<file path="config.mk">
export PLATFORM = sky130hd
export DESIGN_NAME = stable_sorted_priority_queue_unit
export DESIGN_NICKNAME = d
export VERILOG_FILES = /design/src/design/sspq_pkg.sv /design/src/design/sspq_ctrl.sv /design/src/design/sspq_datapath.sv /design/src/design/stable_sorted_priority_queue_unit.sv
export SDC_FILE = /design/constraint.sdc
export NUM_CORES = 1
export LEC_CHECK = 0
export BUFFER_PORTS_ARGS = -buffer_cell sky130_fd_sc_hd__buf_4
export CAP_MARGIN = 10
export CORE_MARGIN = 1.5
export CORE_UTILIZATION = 55
export DETAILED_ROUTE_END_ITERATION = 16
export PLACE_DENSITY = 0.84
export SLEW_MARGIN = 20
export SYNTH_ARGS = -nofsm -noshare
export SYNTH_HDL_FRONTEND = slang
export SYNTH_SLANG_ARGS = --single-unit
</file>
<file path="constraint.sdc">
create_clock -name clk_i -period 5.5 [get_ports clk_i]
set_input_delay 0.275 -clock clk_i [delete_from_list [all_inputs] [get_ports clk_i]]
set_output_delay 0.275 -clock clk_i [all_outputs]
set_load 0.1 [all_outputs]
</file>
<file path="src/design/sspq_pkg.sv">
`default_nettype none

package sspq_pkg;

  localparam int unsigned CAPACITY_DEF = 16;
  localparam int unsigned VALUE_W      = 32;
  localparam int unsigned PRIO_W       = 8;
  localparam int unsigned FILL_W       = 5;
  localparam int unsigned STATUS_W     = 2;
  localparam int unsigned IN_TDATA_W   = 40;
  localparam int unsigned OUT_TDATA_W  = 48;

  typedef enum logic {
    OP_INSERT = 1'b0,
    OP_REMOVE = 1'b1
  } op_e;

  typedef enum logic [STATUS_W-1:0] {
    STATUS_DONE  = 2'd0,
    STATUS_EMPTY = 2'd1,
    STATUS_FULL  = 2'd2
  } status_e;

  typedef enum logic {
    CTRL_IDLE,
    CTRL_HOLD
  } ctrl_state_e;

  // controller -> datapath
  typedef struct packed {
    logic    do_insert;
    logic    do_remove;
    logic    load_res;
    status_e res_status;
  } cmd_t;

  // datapath -> controller
  typedef struct packed {
    logic full;
    logic empty;
  } sts_t;

endpackage

`default_nettype wire

</file>
<file path="src/design/sspq_ctrl.sv">
`default_nettype none

module sspq_ctrl (
  input  wire logic          clk_i,
  input  wire logic          rst_ni,
  input  wire logic          s_valid_i,
  input  wire logic          op_i,
  input  wire logic          m_ready_i,
  input  sspq_pkg::sts_t     sts_i,
  output logic               s_ready_o,
  output logic               m_valid_o,
  output sspq_pkg::cmd_t     cmd_o
);
  import sspq_pkg::*;

  ctrl_state_e state_q, state_d;
  logic        accept;

  always_ff @(posedge clk_i or negedge rst_ni) begin
    if (!rst_ni) begin
      state_q <= CTRL_IDLE;
    end else begin
      state_q <= state_d;
    end
  end

  always_comb begin
    state_d   = state_q;
    m_valid_o = 1'b0;
    s_ready_o = 1'b0;
    unique case (state_q)
      CTRL_IDLE: begin
        s_ready_o = 1'b1;
      end
      CTRL_HOLD: begin
        m_valid_o = 1'b1;
        // result register frees up in the same cycle it is taken
        s_ready_o = m_ready_i;
      end
    endcase
    accept = s_valid_i && s_ready_o;

    if (accept) begin
      state_d = CTRL_HOLD;
    end else if (state_q == CTRL_HOLD && m_ready_i) begin
      state_d = CTRL_IDLE;
    end

    cmd_o            = '0;
    cmd_o.load_res   = accept;
    cmd_o.res_status = STATUS_DONE;
    if (accept) begin
      if (op_i == OP_INSERT) begin
        if (sts_i.full) begin
          cmd_o.res_status = STATUS_FULL;
        end else begin
          cmd_o.do_insert = 1'b1;
        end
      end else begin
        if (sts_i.empty) begin
          cmd_o.res_status = STATUS_EMPTY;
        end else begin
          cmd_o.do_remove = 1'b1;
        end
      end
    end
  end

endmodule

`default_nettype wire

</file>
<file path="src/design/sspq_datapath.sv">
`default_nettype none

module sspq_datapath #(
  parameter int unsigned CAPACITY = sspq_pkg::CAPACITY_DEF
) (
  input  wire logic                           clk_i,
  input  wire logic                           rst_ni,
  input  sspq_pkg::cmd_t                      cmd_i,
  input  wire logic [sspq_pkg::VALUE_W-1:0]   item_value_i,
  input  wire logic [sspq_pkg::PRIO_W-1:0]    item_prio_i,
  output sspq_pkg::sts_t                      sts_o,
  output logic [sspq_pkg::VALUE_W-1:0]        out_value_o,
  output logic [sspq_pkg::PRIO_W-1:0]         out_prio_o,
  output logic [sspq_pkg::STATUS_W-1:0]       status_o,
  output logic [sspq_pkg::FILL_W-1:0]         fill_count_o
);
  import sspq_pkg::*;

  localparam int unsigned CNT_W = $clog2(CAPACITY + 1);

  logic [VALUE_W-1:0] val_q  [CAPACITY];
  logic [PRIO_W-1:0]  prio_q [CAPACITY];
  logic [CNT_W-1:0]   count_q, count_d;
  logic [CAPACITY-1:0] cell_valid;
  logic [CAPACITY-1:0] cell_ge;

  logic [VALUE_W-1:0]  res_value_q;
  logic [PRIO_W-1:0]   res_prio_q;
  logic [STATUS_W-1:0] res_status_q;
  logic [FILL_W-1:0]   res_fill_q;
  logic [31:0]         count_ext;

  // Each cell: insert takes the new item at the first slot that is empty or whose
  // priority is below the incoming one, cells past it shift right; remove shifts left.
  for (genvar i = 0; i < CAPACITY; i++) begin : g_cell
    localparam logic [CNT_W-1:0] IDX = CNT_W'(i);
    logic left_ge;
    logic left_valid;
    logic [VALUE_W-1:0] left_val, right_val;
    logic [PRIO_W-1:0]  left_prio, right_prio;

    assign cell_valid[i] = IDX < count_q;
    assign cell_ge[i]    = cell_valid[i] && (prio_q[i] >= item_prio_i);

    if (i == 0) begin : g_head
      assign left_ge    = 1'b1;
      assign left_valid = 1'b0;
      assign left_val   = item_value_i;
      assign left_prio  = item_prio_i;
    end else begin : g_body
      assign left_ge    = cell_ge[i-1];
      assign left_valid = cell_valid[i-1];
      assign left_val   = val_q[i-1];
      assign left_prio  = prio_q[i-1];
    end

    if (i == CAPACITY - 1) begin : g_tail
      assign right_val  = val_q[i];
      assign right_prio = prio_q[i];
    end else begin : g_inner
      assign right_val  = val_q[i+1];
      assign right_prio = prio_q[i+1];
    end

    always_ff @(posedge clk_i) begin
      if (cmd_i.do_insert && !cell_ge[i]) begin
        if (left_ge) begin
          val_q[i]  <= item_value_i;
          prio_q[i] <= item_prio_i;
        end else if (left_valid) begin
          val_q[i]  <= left_val;
          prio_q[i] <= left_prio;
        end
      end else if (cmd_i.do_remove) begin
        val_q[i]  <= right_val;
        prio_q[i] <= right_prio;
      end
    end
  end

  always_comb begin
    count_d = count_q;
    if (cmd_i.do_insert) begin
      count_d = count_q + CNT_W'(1);
    end else if (cmd_i.do_remove) begin
      count_d = count_q - CNT_W'(1);
    end
  end

  always_ff @(posedge clk_i or negedge rst_ni) begin
    if (!rst_ni) begin
      count_q <= '0;
    end else begin
      count_q <= count_d;
    end
  end

  assign count_ext = 32'(count_d);

  always_ff @(posedge clk_i) begin
    if (cmd_i.load_res) begin
      res_value_q  <= cmd_i.do_remove ? val_q[0]  : '0;
      res_prio_q   <= cmd_i.do_remove ? prio_q[0] : '0;
      res_status_q <= cmd_i.res_status;
      res_fill_q   <= count_ext[FILL_W-1:0];
    end
  end

  assign sts_o.full   = count_q == CNT_W'(CAPACITY);
  assign sts_o.empty  = count_q == '0;
  assign out_value_o  = res_value_q;
  assign out_prio_o   = res_prio_q;
  assign status_o     = res_status_q;
  assign fill_count_o = res_fill_q;

endmodule

`default_nettype wire

</file>
<file path="src/design/stable_sorted_priority_queue_unit.sv">
// Channel   Dir  tdata (low bit up)                         tuser
// s_axis    in   item_value[31:0] item_prio[39:32]          op
// m_axis    out  out_value[31:0] out_prio[39:32]            status[1:0]
//                fill_count[44:40] zero[47:45]
//
// For every beat the whole row of cells compares the incoming priority and
// shifts in parallel, so one item per cycle is sustained while m_axis is ready.
// The result shows on m_axis in the cycle after the input beat.
// A new beat is taken while the result register is empty or being drained.
// Reset clears the fill count and the controller state; no clearing pass,
// the block is ready at once.
`default_nettype none

module stable_sorted_priority_queue_unit #(
  parameter int unsigned CAPACITY = sspq_pkg::CAPACITY_DEF
) (
  input  wire logic                              clk_i,
  input  wire logic                              rst_ni,
  input  wire logic                              s_axis_tvalid,
  output logic                                   s_axis_tready,
  input  wire logic [sspq_pkg::IN_TDATA_W-1:0]   s_axis_tdata,  // item_value, item_prio
  input  wire logic [0:0]                        s_axis_tuser,  // op
  output logic                                   m_axis_tvalid,
  input  wire logic                              m_axis_tready,
  output logic [sspq_pkg::OUT_TDATA_W-1:0]       m_axis_tdata,  // out_value, out_prio, fill_count
  output logic [sspq_pkg::STATUS_W-1:0]          m_axis_tuser   // status
);
  import sspq_pkg::*;

  cmd_t                cmd;
  sts_t                sts;
  logic [VALUE_W-1:0]  out_value;
  logic [PRIO_W-1:0]   out_prio;
  logic [FILL_W-1:0]   fill_count;

  sspq_ctrl u_ctrl (
    .clk_i     (clk_i),
    .rst_ni    (rst_ni),
    .s_valid_i (s_axis_tvalid),
    .op_i      (s_axis_tuser[0]),
    .m_ready_i (m_axis_tready),
    .sts_i     (sts),
    .s_ready_o (s_axis_tready),
    .m_valid_o (m_axis_tvalid),
    .cmd_o     (cmd)
  );

  sspq_datapath #(
    .CAPACITY (CAPACITY)
  ) u_datapath (
    .clk_i        (clk_i),
    .rst_ni       (rst_ni),
    .cmd_i        (cmd),
    .item_value_i (s_axis_tdata[VALUE_W-1:0]),
    .item_prio_i  (s_axis_tdata[VALUE_W+PRIO_W-1:VALUE_W]),
    .sts_o        (sts),
    .out_value_o  (out_value),
    .out_prio_o   (out_prio),
    .status_o     (m_axis_tuser),
    .fill_count_o (fill_count)
  );

  assign m_axis_tdata = {3'b000, fill_count, out_prio, out_value};

endmodule

`default_nettype wire

</file>
==> impl_metrics.json <==
{
  "fin_skew_ns": 0.0250,
  "synth_compound_area_share_pct": 23.0,
  "antenna_found_initial": 4,
  "hold_path.class": "in -> reg",
  "cp_data_arrival_time_ns": 4.38,
  "synthFlopType": "edfxtp_1",
  "avgRoutedWirePerCell_um": 29.9,
  "cts_setup_buffers": 0,
  "drive_gt1_share_pct": 11.1,
  "numPortBuffers": 93,
  "rsz0062_at_grt": "no",
  "dp_slack_ns": 1.41,
  "worst_setup_path_end_kind": "register",
  "path_clk_slew_ns": 0.06,
  "synth-seq-cells": 693,
  "worstPathRequired_ns": 5.98,
  "p_per_area_mw_per_mm2": 401,
  "cts_tree": "yes",
  "grt_use_met1_pct": 43.5,
  "die_area_mm2": 0.0659,
  "setup_tns_ns": 0,
  "syn_area_mm2": 0.0354,
  "grt_max_degree": 185,
  "final_hold_viol_count": 0,
  "synth-simple-area-share_pct": 8.40,
  "ir_drop_mv": 0.212,
  "max_freq_mhz": 256,
  "setup_viol": 0,
  "synth_top_family_by_area": "compound AO/OA/AOI/OAI gates",
  "crit_start": "u_datapath.count_q[0]",
  "worstPathMaxFanout": 22,
  "cellLeakagePower_nw": 14.3,
  "insertion_delay_ns": 0.64,
  "crit_path_start_kind": "register",
  "rr_startpoint": "u_datapath.count_q[0]",
  "yosysSeqAreaShare_pct": 58.7,
  "vias": 27300,
  "postLayoutCoreUtil_pct": 62.0,
  "grt_pass1_vias": 27100,
  "drv_cap": 0,
  "numCtsBuffers": 73,
  "synthAdderAreaFrac_pct": 4.67,
  "yosys_warnings": 0,
  "worst_hold_slack_ns": 0.0237,
  "fin_crit_ns": 3.90,
  "clockBufferDepth": 3,
  "gp_congestion": 0.935,
  "coreArea_mm2": 0.0633,
  "async_reset_ff_share_pct": 0.866,
  "synth_xor_area_share_pct": 0.0990,
  "h-tree-depth": 3,
  "wirelength_um": 110000,
  "top_usage_layer": "met2",
  "outcome": "finished clean",
  "dp_hpwl_um": 65000,
  "crit_type": "reg -> reg",
  "overflow": 0,
  "nets": 2977,
  "min_from": "s_axis_tdata[39]",
  "postRouteAntennaNets": 0,
  "io_pins": 97,
  "slew_headroom_pct": 25.7,
  "syn_area_per_cell_um2": 12.6,
  "synth-edff-count": 687,
  "fin_crit_sh_pct": 70.9,
  "grt_use_met3_pct": 7.86,
  "grt_use_met2_pct": 50.3,
  "tightest_slew_ns": 1.11,
  "rows": 92,
  "synthCells": 2817,
  "slew_viol_final": 0,
  "grt_pass1_wl_um": 166000,
  "power_w": 0.0157,
  "area_growth_pct": 10.8,
  "fin_ws_ns": 1.60,
  "clockRootBuffer": "clkbuf_16",
  "synth.distinct_cells": 65,
  "drt-initial-drc-count": 4709,
  "synth_mux_area_share_pct": 1.27,
  "remaining_drc_errors": 0,
  "vias_per_cell": 7.38,
  "initial_utilization_pct": 55.9,
  "clock-sinks": 693,
  "gr-usage-all-layers_pct": 32.9,
  "die_x_um": 257,
  "die_h_um": 257,
  "dr.pass1.iters": 7
}
==> worst max-delay path, stage by stage (launching register included) <==
cell and delay [ns]:
dfrtp_1 0.50, inv_1 0.21, ha_1 0.30, nand4bb_1 0.13
nand3_1 0.52, a211oi_2 0.62, and2_2 0.71, buf_4 0.51
a221o_1 0.23
==> sequential cells by signal, indices dropped and copies added (netlist names) <==
register                 flops
u_ctrl.state_q               1
u_datapath.count_q           5
u_datapath.fill_count_o      5
u_datapath.out_prio_o        8
u_datapath.out_value_o      32
u_datapath.prio_q          128
u_datapath.status_o          2
u_datapath.val_q           512
==> final cells by class <==
type / count / area [um2]
antenna: 1 / 2.50
clock buffer: 96 / 1950
clock inverter: 28 / 260
fill: 4631 / 24100
inverter: 29 / 109
multi-input combinational: 1827 / 13500
sequential: 693 / 20800
tap: 846 / 1060
timing repair buffer: 176 / 1540
==> report_power, final <==
group          internal [W]  switching [W]
combinational       0.00112        0.00243
clock               0.00265        0.00214
sequential          0.00687       0.000544
==> final timing paths <==
check / slack (ns) / cells after the start / end
hold reg to reg: 0.53 / 2 / u_datapath.val_q[0][19]
setup reg to reg: 1.60 / 8 / u_datapath.val_q[10][14]
setup / recovery: 1.60 / 8 / u_datapath.val_q[10][14]
max in group asynchronous: 4.67 / 3 / u_ctrl.state_q
min in group asynchronous: 0.61 / 3 / u_datapath.count_q[0]
hold / removal: 0.02 / 2 / u_datapath.prio_q[1][63]
==> cells in the final DEF, fill, tap and decap left out, types with 92 or more instances in the layout <==
master    instances
ha_1            132
and2_1          108
and2_0           92
buf_4           149
a221o_1         331
a21o_1          106
a21oi_1         195
edfxtp_1        687
nand2_1         235
a22o_1          100
==> synth_stat cells, types with 5 or more instances <==
master / n / area, um2
o21ai_0: 88 / 440
nor3_1: 18 / 90.1
a22oi_1: 90 / 676
or2_2: 5 / 31.3
mux2_1: 34 / 383
o21ai_1: 12 / 60.1
and2_1: 116 / 726
o221ai_1: 5 / 43.8
o21bai_1: 6 / 45.0
nor2_1: 64 / 240
buf_6: 8 / 90.1
mux2_2: 6 / 67.6
and2_0: 92 / 576
buf_2: 116 / 581
a221o_1: 331 / 3310
a22o_1: 100 / 876
nand4_1: 8 / 50.1
dfrtp_1: 6 / 150
o31ai_1: 15 / 113
o21a_1: 14 / 105
ha_1: 132 / 1650
a2111oi_0: 8 / 70.1
a211oi_1: 5 / 37.5
nand2_1: 239 / 897
a21o_1: 106 / 796
a21oi_1: 202 / 1010
clkbuf_1: 134 / 503
nand3_1: 13 / 65.1
buf_4: 11 / 82.6
a31oi_1: 42 / 263
inv_1: 27 / 101
edfxtp_1: 687 / 20600
nand2b_1: 19 / 119
==> per-stage QoR <==
step / instances / cell area, um2
2_1_floorplan: 2819 / 35400
3_3_place_gp: 3554 / 36800
5_1_grt: 3695 / 39200
6_report: 3696 / 39200
4_1_cts: 3693 / 39200
3_5_place_dp: 3555 / 36800
==> metal layers <==
| layer | vias up | part of all wire, % |
|---|---|---|
| met2 | 2462 | 45 |
| met4 | 4 | 5.7 |
| met3 | 457 | 14 |
| li1 | 11200 | - |
| met1 | 13200 | 36 |
| met5 | - | 0.021 |
==> cell families (layout without fill, tap and decap cells) <==
logic type / Yosys count / count (layout)
AOI/OAI and AO/OA: 1050 / 1050
DFF: 693 / 693
other: 1 / 4
and+or+nand+nor: 598 / 598
buffers and inverters: 299 / 329
muxes: 40 / 40
xor gates and xnor gates: 4 / 4
adders and majority gates: 132 / 132
==> repair_timing <==
action                                  in CTS  in global routing
endpoints found under the setup margin       0                  0
resized for setup                            0                  0
endpoints found under the hold margin       21                  0
hold buffers                                14                  0
Note: power is estimated with default switching activity, not from simulation.
